## config.mk

```make
export PLATFORM = sky130hd
export DESIGN_NAME = block_buffer_cache_policy
export DESIGN_NICKNAME = d
export VERILOG_FILES = /design/src/rtl/bbcp_pkg.sv /design/src/rtl/block_buffer_cache_policy.sv /design/src/rtl/bbcp_ctrl.sv /design/src/rtl/bbcp_datapath.sv
export SDC_FILE = /design/constraint.sdc
export NUM_CORES = 2
export LEC_CHECK = 0
export BUFFER_PORTS_ARGS = -buffer_cell sky130_fd_sc_hd__buf_2
export CORE_UTILIZATION = 57
export CTS_BUF_LIST = sky130_fd_sc_hd__clkbuf_16
export DETAILED_ROUTE_END_ITERATION = 7
export GPL_TIMING_DRIVEN = 0
export PLACE_DENSITY = 0.76
export SLEW_MARGIN = 20
export SYNTH_ARGS = -nofsm -noshare
export SYNTH_HDL_FRONTEND = slang
export SYNTH_SLANG_ARGS = --single-unit
```

## constraint.sdc

```tcl
create_clock -name aclk -period 7.85 [get_ports aclk]
set_clock_uncertainty 0.15 [all_clocks]
set_input_delay 0.785 -clock aclk [delete_from_list [all_inputs] [get_ports aclk]]
set_output_delay 0.785 -clock aclk [all_outputs]
set_load 0.005 [all_outputs]
```

## src/rtl/bbcp_pkg.sv

```systemverilog
// Shared types, codes and constants of the block buffer cache policy.
`timescale 1ns / 1ps
package bbcp_pkg;

    localparam int BLOCK_BITS     = 32;
    localparam int NUM_SLOTS_DEF  = 16;
    localparam int AGE_BITS       = 16;
    localparam int REF_BITS       = 8;
    localparam int MAX_HELD_BITS  = 5;
    localparam int CFG_INDEX_BITS = 4;
    localparam int CFG_DATA_BITS  = 8;
    localparam int MAX_OUT        = 16;
    localparam int FLUSH_CNT_BITS = 5;

    localparam logic [MAX_HELD_BITS-1:0] MAX_HELD_RST = 5'd8;

    localparam logic [1:0] L_FREE   = 2'd0;
    localparam logic [1:0] L_ACTIVE = 2'd1;
    localparam logic [1:0] L_CLEAN  = 2'd2;
    localparam logic [1:0] L_DIRTY  = 2'd3;

    localparam logic [1:0] OP_REQUEST = 2'd0;
    localparam logic [1:0] OP_RELEASE = 2'd1;
    localparam logic [1:0] OP_FLUSH   = 2'd2;

    localparam logic [CFG_INDEX_BITS-1:0] CFG_MAX_HELD = 4'd0;
    localparam logic [CFG_INDEX_BITS-1:0] CFG_NO_LOCAL = 4'd1;

    localparam logic [3:0] ST_SHARED_HIT  = 4'd0;
    localparam logic [3:0] ST_CLEAN_HIT   = 4'd1;
    localparam logic [3:0] ST_DIRTY_HIT   = 4'd2;
    localparam logic [3:0] ST_FETCHED     = 4'd3;
    localparam logic [3:0] ST_STILL_REF   = 4'd4;
    localparam logic [3:0] ST_PARK_CLEAN  = 4'd5;
    localparam logic [3:0] ST_PARK_DIRTY  = 4'd6;
    localparam logic [3:0] ST_WRITTEN     = 4'd7;
    localparam logic [3:0] ST_NO_SLOT     = 4'd8;
    localparam logic [3:0] ST_UNKNOWN     = 4'd9;
    localparam logic [3:0] ST_FLUSH_EMPTY = 4'd10;

    typedef struct packed {
        logic [1:0]            op;
        logic [BLOCK_BITS-1:0] block_number;
        logic                  read_from_media;
        logic                  dirty;
    } in_item_t;

    typedef struct packed {
        logic [3:0]            status;
        logic                  dirty_out;
        logic                  fetch_valid;
        logic                  fetch_read;
        logic                  writeback_valid;
        logic [BLOCK_BITS-1:0] writeback_block;
        logic                  writeback_modified;
        logic [REF_BITS-1:0]   ref_count;
        logic                  last;
    } out_item_t;

    typedef struct packed {
        logic load;
        logic scan_init;
        logic scan_step;
        logic apply;
        logic age_assign;
        logic rn_init;
        logic rn_load;
        logic rn_cmp;
        logic rn_copy;
        logic push;
        logic fl_init;
        logic fl_take;
        logic fl_pass;
        logic fl_push;
        logic fl_end;
    } cmd_t;

    typedef struct packed {
        logic [1:0] op;
        logic       idx_last;
        logic       ri_last;
        logic       need_age;
        logic       age_wrap;
        logic       fl_found;
        logic       fl_pend;
        logic       fl_k_full;
        logic       fl_pass_dirty;
        logic       out_free;
    } stat_t;

endpackage

```

## src/rtl/block_buffer_cache_policy.sv

```systemverilog
// Top level of the block buffer cache policy: controller, datapath and ports.
// A request or release scans every slot, one slot per cycle.
// A flush rescans all slots for each buffer written back.
// When the age counter wraps, renumbering reassigns the ages of all listed slots by rank.
// One transaction is processed at a time; a finished result waits in the output register.
// Reset is synchronous and active low; it frees all slots and needs no clearing pass.
`timescale 1ns / 1ps
module block_buffer_cache_policy #(
    parameter int NUM_SLOTS = bbcp_pkg::NUM_SLOTS_DEF
) (
    input  logic                                aclk,
    input  logic                                aresetn,
    input  logic                                s_valid,
    output logic                                s_ready,
    input  bbcp_pkg::in_item_t                  s_data,
    output logic                                m_valid,
    input  logic                                m_ready,
    output bbcp_pkg::out_item_t                 m_data,
    input  logic                                cfg_valid,
    output logic                                cfg_ready,
    input  logic [bbcp_pkg::CFG_INDEX_BITS-1:0] cfg_index,
    input  logic [bbcp_pkg::CFG_DATA_BITS-1:0]  cfg_data
);

    bbcp_pkg::cmd_t  cmd;
    bbcp_pkg::stat_t stat;

    assign cfg_ready = 1'b1;

    bbcp_ctrl u_ctrl (
        .aclk    (aclk),
        .aresetn (aresetn),
        .s_valid (s_valid),
        .in_op   (s_data.op),
        .s_ready (s_ready),
        .stat    (stat),
        .cmd     (cmd)
    );

    bbcp_datapath #(
        .NUM_SLOTS (NUM_SLOTS)
    ) u_datapath (
        .aclk      (aclk),
        .aresetn   (aresetn),
        .in_data   (s_data),
        .cfg_valid (cfg_valid),
        .cfg_index (cfg_index),
        .cfg_data  (cfg_data),
        .cmd       (cmd),
        .stat      (stat),
        .m_valid   (m_valid),
        .m_ready   (m_ready),
        .m_data    (m_data)
    );

endmodule

```

## src/rtl/bbcp_ctrl.sv

```systemverilog
// Controller state machine that sequences scans, updates, renumbering and flushes.
`timescale 1ns / 1ps
module bbcp_ctrl (
    input  logic            aclk,
    input  logic            aresetn,
    input  logic            s_valid,
    input  logic [1:0]      in_op,
    output logic            s_ready,
    input  bbcp_pkg::stat_t stat,
    output bbcp_pkg::cmd_t  cmd
);

    localparam logic [3:0] S_IDLE   = 4'd0;
    localparam logic [3:0] S_SCAN   = 4'd1;
    localparam logic [3:0] S_DECIDE = 4'd2;
    localparam logic [3:0] S_AGECHK = 4'd3;
    localparam logic [3:0] S_RNLOAD = 4'd4;
    localparam logic [3:0] S_RNCMP  = 4'd5;
    localparam logic [3:0] S_RNCOPY = 4'd6;
    localparam logic [3:0] S_EMIT   = 4'd7;
    localparam logic [3:0] S_FLDEC  = 4'd8;
    localparam logic [3:0] S_FLPUSH = 4'd9;
    localparam logic [3:0] S_FLTAKE = 4'd10;
    localparam logic [3:0] S_FLEND  = 4'd11;

    logic [3:0] state_reg;
    logic [3:0] state_next;

    assign s_ready = (state_reg == S_IDLE);

    always_comb begin
        cmd        = '0;
        state_next = state_reg;
        case (state_reg)
            S_IDLE: begin
                if (s_valid) begin
                    cmd.load      = 1'b1;
                    cmd.scan_init = 1'b1;
                    if (in_op == bbcp_pkg::OP_FLUSH) begin
                        cmd.fl_init = 1'b1;
                        state_next  = S_SCAN;
                    end else if (in_op == bbcp_pkg::OP_REQUEST ||
                                 in_op == bbcp_pkg::OP_RELEASE) begin
                        state_next = S_SCAN;
                    end
                end
            end
            S_SCAN: begin
                cmd.scan_step = 1'b1;
                if (stat.idx_last) begin
                    state_next = (stat.op == bbcp_pkg::OP_FLUSH) ? S_FLDEC : S_DECIDE;
                end
            end
            S_DECIDE: begin
                cmd.apply  = 1'b1;
                state_next = stat.need_age ? S_AGECHK : S_EMIT;
            end
            S_AGECHK: begin
                if (stat.age_wrap) begin
                    cmd.rn_init = 1'b1;
                    state_next  = S_RNLOAD;
                end else begin
                    cmd.age_assign = 1'b1;
                    state_next     = S_EMIT;
                end
            end
            S_RNLOAD: begin
                cmd.rn_load = 1'b1;
                state_next  = S_RNCMP;
            end
            S_RNCMP: begin
                cmd.rn_cmp = 1'b1;
                if (stat.idx_last) begin
                    state_next = stat.ri_last ? S_RNCOPY : S_RNLOAD;
                end
            end
            S_RNCOPY: begin
                cmd.rn_copy = 1'b1;
                if (stat.idx_last) begin
                    state_next = S_AGECHK;
                end
            end
            S_EMIT: begin
                if (stat.out_free) begin
                    cmd.push   = 1'b1;
                    state_next = S_IDLE;
                end
            end
            S_FLDEC: begin
                if (stat.fl_found) begin
                    state_next = stat.fl_pend ? S_FLPUSH : S_FLTAKE;
                end else if (!stat.fl_pass_dirty) begin
                    cmd.fl_pass   = 1'b1;
                    cmd.scan_init = 1'b1;
                    state_next    = S_SCAN;
                end else begin
                    state_next = S_FLEND;
                end
            end
            S_FLPUSH: begin
                if (stat.out_free) begin
                    cmd.fl_push = 1'b1;
                    state_next  = S_FLTAKE;
                end
            end
            S_FLTAKE: begin
                cmd.fl_take   = 1'b1;
                cmd.scan_init = 1'b1;
                state_next    = stat.fl_k_full ? S_FLEND : S_SCAN;
            end
            S_FLEND: begin
                if (stat.out_free) begin
                    cmd.fl_end = 1'b1;
                    state_next = S_IDLE;
                end
            end
            default: begin
                state_next = S_IDLE;
            end
        endcase
    end

    always_ff @(posedge aclk) begin
        if (!aresetn) begin
            state_reg <= S_IDLE;
        end else begin
            state_reg <= state_next;
        end
    end

endmodule

```

## src/rtl/bbcp_datapath.sv

```systemverilog
// Datapath holding the slot tables, scan trackers, counters and the output register.
`timescale 1ns / 1ps
module bbcp_datapath #(
    parameter int NUM_SLOTS = bbcp_pkg::NUM_SLOTS_DEF
) (
    input  logic                                aclk,
    input  logic                                aresetn,
    input  bbcp_pkg::in_item_t                  in_data,
    input  logic                                cfg_valid,
    input  logic [bbcp_pkg::CFG_INDEX_BITS-1:0] cfg_index,
    input  logic [bbcp_pkg::CFG_DATA_BITS-1:0]  cfg_data,
    input  bbcp_pkg::cmd_t                      cmd,
    output bbcp_pkg::stat_t                     stat,
    output logic                                m_valid,
    input  logic                                m_ready,
    output bbcp_pkg::out_item_t                 m_data
);

    localparam int IW = (NUM_SLOTS > 1) ? $clog2(NUM_SLOTS) : 1;
    localparam int CW = $clog2(NUM_SLOTS + 1);
    localparam int HW = CW + bbcp_pkg::MAX_HELD_BITS;
    localparam int BB = bbcp_pkg::BLOCK_BITS;
    localparam int AB = bbcp_pkg::AGE_BITS;
    localparam int RB = bbcp_pkg::REF_BITS;
    localparam int FB = bbcp_pkg::FLUSH_CNT_BITS;
    localparam logic [IW-1:0] LAST_IDX = IW'(NUM_SLOTS - 1);

    logic [BB-1:0] slot_block_reg [NUM_SLOTS];
    logic [RB-1:0] slot_refs_reg  [NUM_SLOTS];
    logic [1:0]    slot_list_reg  [NUM_SLOTS];
    logic [AB-1:0] slot_age_reg   [NUM_SLOTS];
    logic [IW-1:0] rank_reg       [NUM_SLOTS];

    logic [AB-1:0] age_counter_reg;
    logic [CW-1:0] active_count_reg, clean_count_reg, dirty_count_reg;
    logic [bbcp_pkg::MAX_HELD_BITS-1:0] max_held_reg;
    logic          no_local_reg;

    bbcp_pkg::in_item_t  item_reg;
    bbcp_pkg::out_item_t res_reg, m_data_reg;
    logic                m_valid_reg;
    logic [IW-1:0]       idx_reg, target_reg;

    logic          fa_reg, fc_reg, fd_reg, ff_reg, foc_reg, fod_reg;
    logic [IW-1:0] ia_reg, ic_reg, id_reg, ifr_reg, ioc_reg, iod_reg;
    logic [AB-1:0] aa_reg, ac_reg, ad_reg, aoc_reg, aod_reg;
    logic [BB-1:0] boc_reg, bod_reg;

    logic [IW-1:0] ri_reg, acc_reg;
    logic [AB-1:0] agei_reg;
    logic          listedi_reg;
    logic [CW-1:0] n_reg;

    logic [FB-1:0] k_reg;
    logic          pass_dirty_reg, pend_reg, pend_mod_reg;
    logic [BB-1:0] pend_blk_reg;

    logic [1:0]    e_list;
    logic [AB-1:0] e_age;
    logic [BB-1:0] e_blk;
    logic          e_match, idx_last, rn_lt;
    logic          is_req, is_rel, hit_c, hit_d;
    logic [RB-1:0] ra, ra_inc, ra_dec;
    logic [HW-1:0] held, held_max;
    logic          evict_go, evict_clean, ev_c, ev_d;
    logic [CW-1:0] clean_park, dirty_park;
    bbcp_pkg::out_item_t res_calc, fl_item;

    assign e_list   = slot_list_reg[idx_reg];
    assign e_age    = slot_age_reg[idx_reg];
    assign e_blk    = slot_block_reg[idx_reg];
    assign e_match  = (e_blk == item_reg.block_number);
    assign idx_last = (idx_reg == LAST_IDX);
    assign rn_lt    = (e_list != bbcp_pkg::L_FREE) && (e_age < agei_reg);

    assign is_req = (item_reg.op == bbcp_pkg::OP_REQUEST);
    assign is_rel = (item_reg.op == bbcp_pkg::OP_RELEASE);
    assign hit_c  = !no_local_reg && fc_reg;
    assign hit_d  = !no_local_reg && fd_reg && !fc_reg;

    assign ra     = slot_refs_reg[ia_reg];
    assign ra_inc = (ra == '1) ? ra : ra + RB'(1);
    assign ra_dec = (ra == '0) ? ra : ra - RB'(1);

    assign held        = HW'(clean_count_reg) + HW'(dirty_count_reg);
    assign held_max    = HW'(max_held_reg);
    assign evict_go    = (held >= held_max);
    assign evict_clean = (clean_count_reg > dirty_count_reg);
    assign ev_c        = evict_go && evict_clean && foc_reg;
    assign ev_d        = evict_go && !evict_clean && fod_reg;
    assign clean_park  = clean_count_reg - CW'(ev_c) + CW'(!item_reg.dirty);
    assign dirty_park  = dirty_count_reg - CW'(ev_d) + CW'(item_reg.dirty);

    always_comb begin
        res_calc      = '0;
        res_calc.last = 1'b1;
        if (is_req) begin
            if (fa_reg) begin
                res_calc.status    = bbcp_pkg::ST_SHARED_HIT;
                res_calc.ref_count = ra_inc;
            end else if (hit_c) begin
                res_calc.status    = bbcp_pkg::ST_CLEAN_HIT;
                res_calc.ref_count = RB'(1);
            end else if (hit_d) begin
                res_calc.status    = bbcp_pkg::ST_DIRTY_HIT;
                res_calc.dirty_out = 1'b1;
                res_calc.ref_count = RB'(1);
            end else if (ff_reg) begin
                res_calc.status      = bbcp_pkg::ST_FETCHED;
                res_calc.fetch_valid = 1'b1;
                res_calc.fetch_read  = item_reg.read_from_media;
                res_calc.ref_count   = RB'(1);
            end else begin
                res_calc.status = bbcp_pkg::ST_NO_SLOT;
            end
        end else if (is_rel) begin
            if (!fa_reg) begin
                res_calc.status = bbcp_pkg::ST_UNKNOWN;
            end else if (ra_dec != '0) begin
                res_calc.status    = bbcp_pkg::ST_STILL_REF;
                res_calc.ref_count = ra_dec;
            end else if (no_local_reg) begin
                res_calc.status             = bbcp_pkg::ST_WRITTEN;
                res_calc.writeback_valid    = 1'b1;
                res_calc.writeback_block    = item_reg.block_number;
                res_calc.writeback_modified = item_reg.dirty;
            end else begin
                res_calc.status = item_reg.dirty ? bbcp_pkg::ST_PARK_DIRTY
                                                 : bbcp_pkg::ST_PARK_CLEAN;
                if (ev_c) begin
                    res_calc.writeback_valid = 1'b1;
                    res_calc.writeback_block = boc_reg;
                end else if (ev_d) begin
                    res_calc.writeback_valid    = 1'b1;
                    res_calc.writeback_block    = bod_reg;
                    res_calc.writeback_modified = 1'b1;
                end
            end
        end
    end

    always_comb begin
        fl_item                    = '0;
        fl_item.status             = pend_reg ? bbcp_pkg::ST_WRITTEN : bbcp_pkg::ST_FLUSH_EMPTY;
        fl_item.writeback_valid    = pend_reg;
        fl_item.writeback_block    = pend_reg ? pend_blk_reg : '0;
        fl_item.writeback_modified = pend_reg && pend_mod_reg;
        fl_item.last               = cmd.fl_end;
    end

    always_comb begin
        stat               = '0;
        stat.op            = item_reg.op;
        stat.idx_last      = idx_last;
        stat.ri_last       = (ri_reg == LAST_IDX);
        stat.age_wrap      = (age_counter_reg == '1);
        stat.fl_found      = pass_dirty_reg ? fod_reg : foc_reg;
        stat.fl_pend       = pend_reg;
        stat.fl_k_full     = (k_reg == FB'(bbcp_pkg::MAX_OUT - 1));
        stat.fl_pass_dirty = pass_dirty_reg;
        stat.out_free      = !m_valid_reg || m_ready;
        if (is_req) begin
            stat.need_age = fa_reg || hit_c || hit_d || ff_reg;
        end else if (is_rel) begin
            stat.need_age = fa_reg && (ra_dec == '0) && !no_local_reg;
        end
    end

    always_ff @(posedge aclk) begin
        if (!aresetn) begin
            for (int i = 0; i < NUM_SLOTS; i++) begin
                slot_refs_reg[i] <= '0;
                slot_list_reg[i] <= bbcp_pkg::L_FREE;
                slot_age_reg[i]  <= '0;
            end
            age_counter_reg  <= '0;
            active_count_reg <= '0;
            clean_count_reg  <= '0;
            dirty_count_reg  <= '0;
            max_held_reg     <= bbcp_pkg::MAX_HELD_RST;
            no_local_reg     <= 1'b0;
            m_valid_reg      <= 1'b0;
            idx_reg          <= '0;
            fa_reg           <= 1'b0;
            fc_reg           <= 1'b0;
            fd_reg           <= 1'b0;
            ff_reg           <= 1'b0;
            foc_reg          <= 1'b0;
            fod_reg          <= 1'b0;
            ri_reg           <= '0;
            n_reg            <= '0;
            k_reg            <= '0;
            pass_dirty_reg   <= 1'b0;
            pend_reg         <= 1'b0;
        end else begin
            if (cfg_valid) begin
                case (cfg_index)
                    bbcp_pkg::CFG_MAX_HELD: max_held_reg <= cfg_data[bbcp_pkg::MAX_HELD_BITS-1:0];
                    bbcp_pkg::CFG_NO_LOCAL: no_local_reg <= cfg_data[0];
                    default: ;
                endcase
            end

            if (cmd.load) begin
                item_reg <= in_data;
            end

            if (cmd.scan_step) begin
                if (e_list == bbcp_pkg::L_ACTIVE && e_match && (!fa_reg || e_age > aa_reg)) begin
                    fa_reg <= 1'b1;
                    ia_reg <= idx_reg;
                    aa_reg <= e_age;
                end
                if (e_list == bbcp_pkg::L_CLEAN && e_match && (!fc_reg || e_age > ac_reg)) begin
                    fc_reg <= 1'b1;
                    ic_reg <= idx_reg;
                    ac_reg <= e_age;
                end
                if (e_list == bbcp_pkg::L_DIRTY && e_match && (!fd_reg || e_age > ad_reg)) begin
                    fd_reg <= 1'b1;
                    id_reg <= idx_reg;
                    ad_reg <= e_age;
                end
                if (e_list == bbcp_pkg::L_FREE && !ff_reg) begin
                    ff_reg  <= 1'b1;
                    ifr_reg <= idx_reg;
                end
                if (e_list == bbcp_pkg::L_CLEAN && (!foc_reg || e_age < aoc_reg)) begin
                    foc_reg <= 1'b1;
                    ioc_reg <= idx_reg;
                    aoc_reg <= e_age;
                    boc_reg <= e_blk;
                end
                if (e_list == bbcp_pkg::L_DIRTY && (!fod_reg || e_age < aod_reg)) begin
                    fod_reg <= 1'b1;
                    iod_reg <= idx_reg;
                    aod_reg <= e_age;
                    bod_reg <= e_blk;
                end
                idx_reg <= idx_last ? '0 : idx_reg + IW'(1);
            end

            if (cmd.apply) begin
                res_reg <= res_calc;
                if (is_req) begin
                    if (fa_reg) begin
                        slot_refs_reg[ia_reg] <= ra_inc;
                        target_reg            <= ia_reg;
                    end else if (hit_c) begin
                        slot_refs_reg[ic_reg] <= RB'(1);
                        slot_list_reg[ic_reg] <= bbcp_pkg::L_ACTIVE;
                        clean_count_reg       <= clean_count_reg - CW'(1);
                        active_count_reg      <= active_count_reg + CW'(1);
                        target_reg            <= ic_reg;
                    end else if (hit_d) begin
                        slot_refs_reg[id_reg] <= RB'(1);
                        slot_list_reg[id_reg] <= bbcp_pkg::L_ACTIVE;
                        dirty_count_reg       <= dirty_count_reg - CW'(1);
                        active_count_reg      <= active_count_reg + CW'(1);
                        target_reg            <= id_reg;
                    end else if (ff_reg) begin
                        slot_block_reg[ifr_reg] <= item_reg.block_number;
                        slot_refs_reg[ifr_reg]  <= RB'(1);
                        slot_list_reg[ifr_reg]  <= bbcp_pkg::L_ACTIVE;
                        active_count_reg        <= active_count_reg + CW'(1);
                        target_reg              <= ifr_reg;
                    end
                end else if (is_rel && fa_reg) begin
                    slot_refs_reg[ia_reg] <= ra_dec;
                    if (ra_dec == '0) begin
                        if (active_count_reg != '0) begin
                            active_count_reg <= active_count_reg - CW'(1);
                        end
                        if (no_local_reg) begin
                            slot_list_reg[ia_reg] <= bbcp_pkg::L_FREE;
                        end else begin
                            if (ev_c) begin
                                slot_list_reg[ioc_reg] <= bbcp_pkg::L_FREE;
                            end
                            if (ev_d) begin
                                slot_list_reg[iod_reg] <= bbcp_pkg::L_FREE;
                            end
                            slot_list_reg[ia_reg] <= item_reg.dirty ? bbcp_pkg::L_DIRTY
                                                                    : bbcp_pkg::L_CLEAN;
                            clean_count_reg <= clean_park;
                            dirty_count_reg <= dirty_park;
                            target_reg      <= ia_reg;
                        end
                    end
                end
            end

            if (cmd.age_assign) begin
                slot_age_reg[target_reg] <= age_counter_reg;
                age_counter_reg          <= age_counter_reg + AB'(1);
            end

            if (cmd.rn_init) begin
                ri_reg <= '0;
                n_reg  <= '0;
            end
            if (cmd.rn_load) begin
                agei_reg    <= slot_age_reg[ri_reg];
                listedi_reg <= (slot_list_reg[ri_reg] != bbcp_pkg::L_FREE);
                idx_reg     <= '0;
                acc_reg     <= '0;
            end
            if (cmd.rn_cmp) begin
                if (idx_last) begin
                    rank_reg[ri_reg] <= acc_reg + IW'(rn_lt);
                    if (listedi_reg) begin
                        n_reg <= n_reg + CW'(1);
                    end
                    ri_reg  <= ri_reg + IW'(1);
                    idx_reg <= '0;
                end else begin
                    acc_reg <= acc_reg + IW'(rn_lt);
                    idx_reg <= idx_reg + IW'(1);
                end
            end
            if (cmd.rn_copy) begin
                if (e_list != bbcp_pkg::L_FREE) begin
                    slot_age_reg[idx_reg] <= AB'(rank_reg[idx_reg]);
                end
                if (idx_last) begin
                    idx_reg         <= '0;
                    age_counter_reg <= AB'(n_reg);
                end else begin
                    idx_reg <= idx_reg + IW'(1);
                end
            end

            if (cmd.fl_init) begin
                k_reg          <= '0;
                pass_dirty_reg <= 1'b0;
                pend_reg       <= 1'b0;
            end
            if (cmd.fl_pass) begin
                pass_dirty_reg <= 1'b1;
            end
            if (cmd.fl_take) begin
                if (pass_dirty_reg) begin
                    slot_list_reg[iod_reg] <= bbcp_pkg::L_FREE;
                    dirty_count_reg        <= dirty_count_reg - CW'(1);
                    pend_blk_reg           <= bod_reg;
                end else begin
                    slot_list_reg[ioc_reg] <= bbcp_pkg::L_FREE;
                    clean_count_reg        <= clean_count_reg - CW'(1);
                    pend_blk_reg           <= boc_reg;
                end
                pend_reg     <= 1'b1;
                pend_mod_reg <= pass_dirty_reg;
                k_reg        <= k_reg + FB'(1);
            end

            if (cmd.scan_init) begin
                idx_reg <= '0;
                fa_reg  <= 1'b0;
                fc_reg  <= 1'b0;
                fd_reg  <= 1'b0;
                ff_reg  <= 1'b0;
                foc_reg <= 1'b0;
                fod_reg <= 1'b0;
            end

            if (cmd.push) begin
                m_data_reg  <= res_reg;
                m_valid_reg <= 1'b1;
            end else if (cmd.fl_push || cmd.fl_end) begin
                m_data_reg  <= fl_item;
                m_valid_reg <= 1'b1;
            end else if (m_ready) begin
                m_valid_reg <= 1'b0;
            end
        end
    end

    assign m_valid = m_valid_reg;
    assign m_data  = m_data_reg;

endmodule

```

Yosys cells after proc, flatten, opt, wreduce, memory -nomap -nowiden
Memory sizes are Yosys's and may differ from the RTL's. A register that Yosys moved wholly into a read port is not among the register bits.
Cells that the tools add are included.
{ "classes": {"n_lt_le_gt_ge": 8, "bitwise": 15, "add_sub_neg": 15, "reduce_logical": 98, "n_eq_ne": 36, "muxes": 256} }
{ "op_table": {"columns": ["operator", "count"], "rows": [
  ["$mux 4", 63],
  ["$mux 5", 25],
  ["$mux 1", 123],
  ["$mux 8", 14],
  ["$mux 50", 2],
  ["$mux 16", 5],
  ["$mux 34", 2],
  ["$mux 32", 2],
  ["$gt 16x16->1", 3],
  ["$lt 16x16->1", 3],
  ["$pmux 4 s11", 1],
  ["$mux 33", 1],
  ["$eq 32x32->1", 1],
  ["$mux 2", 16],
  ["$reduce_or 16->1", 2],
  ["$reduce_or 8->1", 4],
  ["$reduce_and 2->1", 13],
  ["$eq 4x4->1 const B", 6],
  ["$logic_and 1x1->1", 21],
  ["$reduce_and 3->1", 6],
  ["$add 16x1->16 const B", 1],
  ["$eq 16x16->1 const B", 1],
  ["$eq 4x3->1 const B", 4],
  ["$logic_not 8->1", 2],
  ["41 further kinds", 107]
]} }
{ "totals": {"out_inout_bits": 53, "elab_cells": 491, "reg_bits": 408, "ram_bits": 992, "mem_count": 5} }
{ "mem_list": {"columns": ["memory", "depth", "word_bits", "read_ports", "rd_ports_with_merged_regs", "write_ports", "line", "source"], "rows": [
  ["u_datapath.slot_block_reg", 16, 32, 1, 1, 1, "bbcp_datapath.sv:28", "logic [BB-1:0] slot_block_reg [NUM_SLOTS];"],
  ["u_datapath.slot_age_reg", 16, 16, 2, 2, 16, "bbcp_datapath.sv:31", "logic [AB-1:0] slot_age_reg [NUM_SLOTS];"],
  ["u_datapath.slot_refs_reg", 16, 8, 1, 1, 16, "bbcp_datapath.sv:29", "logic [RB-1:0] slot_refs_reg [NUM_SLOTS];"],
  ["u_datapath.rank_reg", 16, 4, 1, 1, 1, "bbcp_datapath.sv:32", "logic [IW-1:0] rank_reg [NUM_SLOTS];"],
  ["u_datapath.slot_list_reg", 16, 2, 2, 2, 16, "bbcp_datapath.sv:30", "logic [1:0] slot_list_reg [NUM_SLOTS];"]
]} }

Logic depth before layout (Yosys ltp)
{ "logic_depth": {"ltp_word": 17, "depth_mapped": 28, "mapped_depth_nobuf": 26} }

Cells and area by module
Synthesis repeated with hierarchy kept, for this count alone.
{ "unflattened": {"hier_cells": 4737, "area_unflattened_um2": 64986.1} }
{ "modules_own_cells": {"columns": ["mod", "area_each_um2", "cells_each", "n_inst"], "rows": [
  ["bbcp_datapath", 64453.1, 4658, 1],
  ["bbcp_ctrl", 521.8, 77, 1],
  ["block_buffer_cache_policy", 11.3, 2, 1]
]} }

Worst setup path after synthesis
No wires, ideal clock.
{ "synth_timing": {"path_kind": "flip-flop to flip-flop", "startpoint": "register with a tool-made name", "endpoint": "register u_datapath.ad_reg[0], enable pin", "setup_time_ns": 0.507, "n_path_buf": 5, "required_ns": 7.193, "path_slack_ns": -0.761, "stages_incl_launch_ff": 19, "period_less_slack_ns": 8.611, "t_arrival_ns": 7.954, "cell_sequence": "dfxtp_1 clkbuf_1 buf_2 buf_1 clkbuf_1 buf_1 mux4_2 mux4_2 ha_1 nor2b_1 o21a_1 o21a_1 o21a_1 o21a_1 o21a_1 o21a_1 o21ai_0 a22o_1 a2111oi_0"} }
{ "synth_lines": {"columns": ["item", "line", "source"], "rows": [
  ["end signal, assigned", "bbcp_datapath.sv:222", "ad_reg <= e_age;"],
  ["end, declared", "bbcp_datapath.sv:46", "logic [AB-1:0] aa_reg, ac_reg, ad_reg, aoc_reg, aod_reg;"]
]} }

==> metrics.txt <==
outcome finished clean; Buffers & Inverters on Critical Path 5; Post-synth EDFFs ~1.3k; Placed Instance Area ~0.067 mm^2; signal arrival time at the worst endpoint 7920 ps; area of the mapped netlist 0.0639 mm^2; clock buffer count from CTS 148; Root Buffer Master sky130_fd_sc_hd__clkbuf_16; synthesized-area fraction occupied by xor and xnor cells 0.00974; post-detailed-route DRC marker count 0; Chip Height ~340 um; top-level port count 106; number of cells produced by synthesis between 4k and 5k; Clock Latency Late Sink about 790 ps; number of pins exceeding their max-slew limit in the final report 0; count of max-cap constraint violations 0; Yosys warnings 0; HPWL after detailed placement approximately 110 mm; cell types with the largest area share after synthesis sky130_fd_sc_hd__edfxtp_1 62%, sky130_fd_sc_hd__mux4_2 13%, sky130_fd_sc_hd__dfxtp_1 3.2%; post-route minimum period about 7400 ps; Routed WL per cell 28.1 um; peak supply drop 0.358 mV; slew at the pin with the worst max-slew slack 1160 ps; net total in the final layout 4611; gp weighted congestion ~0.94; Most used DFF post-synth sky130_fd_sc_hd__edfxtp_1; Synth Area in Simple Gates 0.0783; FF-to-FF setup slack around 410 ps; number of nets still failing antenna checks after routing 0; detailed-route wire length 169 mm; Mapped Nets around 4.3k; TritonCTS clock tree yes; post-synthesis cell type with the largest combined area sky130_fd_sc_hd__edfxtp_1; global-route wire length before repair about 250 mm; portion of netlist area occupied by mux cells 0.154; library cell contributing the largest single delay on the critical path sky130_fd_sc_hd__clkbuf_1; flip-flop count of the largest register, all copies and words added roughly 510; H-tree depth 4; final clock period utilization by the worst path 0.947; Cell Count, Final, Fillers Out 6022; CTS clk-pin slew, worst paths about 60 ps; Worst R2R End u_datapath.acc_reg[3]; antenna violations before repair 2; TritonCTS sink count about 1.4k; FF+latch count, synth 1424; worst setup path end u_datapath.acc_reg[3]; async set-or-reset flop fraction in the synthesized netlist 0; overall die area around 0.11 mm^2; placed cell count around 5.7k; worst hold path class in -> reg; number of cells on the worst reg-to-reg path 23; Max Fclk approximately 130 MHz; top cell types by occurrence after synthesis 1321 x sky130_fd_sc_hd__edfxtp_1, 525 x sky130_fd_sc_hd__nor2_1, 362 x sky130_fd_sc_hd__mux4_2; cell row count approximately 120; clock tree buffer depth 3; final standard cell area without fillers approximately 0.072 mm^2; data required time at the worst endpoint roughly 8300 ps; CP max stage delay approximately 670 ps; Initial Util 0.576; Filler Cells Inserted ~7.6k; worst hold stages 1; Core ar. between 0.1 and 0.15 mm^2; CP endpoint kind register; post-CTS setup buffer count 0; final number of setup-violating endpoints 0; TritonRoute pass-1 iters 8; top cell type's share of synthesized area 0.621; vias per cell about 6.5; aggregate global-route resource usage 0.300; cell with the most instances after synthesis sky130_fd_sc_hd__edfxtp_1; adder-cell area share of the yosys netlist 0.0284; share of layout cells above drive strength 1 0.193; largest net degree at the start of global routing 38; maximum fanout along the worst path 17; power density over the cells 228 mW/mm^2; global route overflow 0; LEAKAGE between 20 and 25 nW; cell breakdown of the critical path clkbuf_1 > clkbuf_2 > clkbuf_2 > buf_1 > clkbuf_1 > mux4_2 > mux4_2 > ha_1 > a21o_1 > a21oi_1 > nor2b_1 > o21ai_0 > nand2b_1 > a21oi_1 > nor2b_1 > o21ai_0 > and3_1 > o21a_1 > ha_1 > nand3_1 > xnor2_2 > nand2b_1 > nand2_1; vias in the first global route just under 40k; startpoint type of the worst setup path register; critical path depth 23; cell family with most CP delay buffers and inverters; RSZ-0062 raised after global routing no; area delta synth->final 13.0%; Final Hold Fails 0; synthesized area per cell ~16 um^2; combinational family with the most area after synthesis multiplexers; vias just under 40k; critical path type reg -> reg; Cell variety after synth 86; share of the synthesized area in compound gates (AO/OA/AOI/OAI) 0.0525; IO buf count ~100; Die Wd ~340 um; slew margin rel. 0.220; fraction of the yosys area taken by sequential cells 0.654; first-iteration detailed-routing DRC count around 5.5k
[placed cells by master (no fill, tap or decap), drive strengths merged, types with 21 or more instances in the layout]
cell type	instances
nand2b	28
clkbuf	323
o21ai	100
or3	21
xnor2	52
nor3	34
nand3	59
nor2b	25
o211a	32
mux2	52
mux2i	55
nand2	281
a221o	34
dfxtp	103
buf	210
inv	182
mux4	383
clkinv	71
nor2	525
edfxtp	1321
nand4	43
a21oi	110
ha	140
a21o	33
and2	58
[cell families after synthesis]
kind of cell,count (synthesis)
AO/OA/AOI/OAI,465
XOR/XNOR,71
adder cells (fa/ha/maj),143
buffers and inverters,374
flip-flops,1424
multiplexers,490
other,1
AND/OR/NAND/NOR,1129
[layout make-up]
class / count / area (um^2) / area share
multi-input cells: 2299 / 20900 / 0.289
inverters: 150 / 564 / 0.00782
clock inverters: 114 / 845 / 0.0117
clock buffers: 153 / 3830 / 0.0530
diodes: 2 / 5.00 / 0.0000693
well taps: 1488 / 1860 / 0.0258
flip-flops and latches: 1424 / 41700 / 0.578
plain buffers: 222 / 962 / 0.0133
repair buffers: 170 / 1520 / 0.0211
[power by group]
group	internal, mW	switching, mW	leakage, nW
Sequential	8.44	0.132	13.2
Combinational	0.465	0.637	8.81
Clock	3.79	3.00	2.39
Total	12.7	3.77	24.4
[layer usage]
layer,share of wire,track usage,up-vias
met5,0.00010,0,-
met4,0.042,0.121,2
met3,0.099,0.0551,450
met2,0.49,0.489,2521
met1,0.37,0.403,19712
li1,-,-,16543
[stage by stage]
stage	setup TNS, ps	util	hold slack, ps	power (mW)	worst slack [ps]
global route	0	0.651	13.3	16.9	1.19
CTS	0	0.651	0.231	16.5	14.3
global placement	-831170	0.598	317	9.77	-3940
floorplan	0	-	284	9.41	193
finish	0	0.651	40.7	16.5	415
detailed placement	-40810	0.608	331	9.81	-963
[repair_timing]
item                       in CTS  in global routing
setup endpoints to repair     167                 53
hold endpoints to repair       10                  0
hold buffers                   10                  0
resized for setup               9                 13
pin swaps                       0                  0
[worst register-to-register path: cells and delay by family (launching register included)]
kind	cells	cell delay, ps
AO/OA/AOI/OAI	6	1060
XOR/XNOR	1	640
adder cells (fa/ha/maj)	2	610
buffers and inverters	5	2760
flip-flops	1	310
multiplexers	2	1070
AND/OR/NAND/NOR	7	710
[worst min path at each step]
stage | endpoint | slack, ps | start
final | u_datapath.item_reg[21] | 40 | s_data[21]
after global routing | u_datapath.item_reg[7] | 10 | s_data[7]
after CTS | u_datapath.item_reg[7] | 0.2 | s_data[7]
after detailed placement | u_datapath.n_reg[4] | 330 | u_datapath.n_reg[4]
after global placement | u_datapath.n_reg[4] | 320 | u_datapath.n_reg[4]
after floorplan | u_datapath.pend_mod_reg | 280 | u_datapath.pass_dirty_reg
No activity file was read; power rests on OpenSTA's default activity.
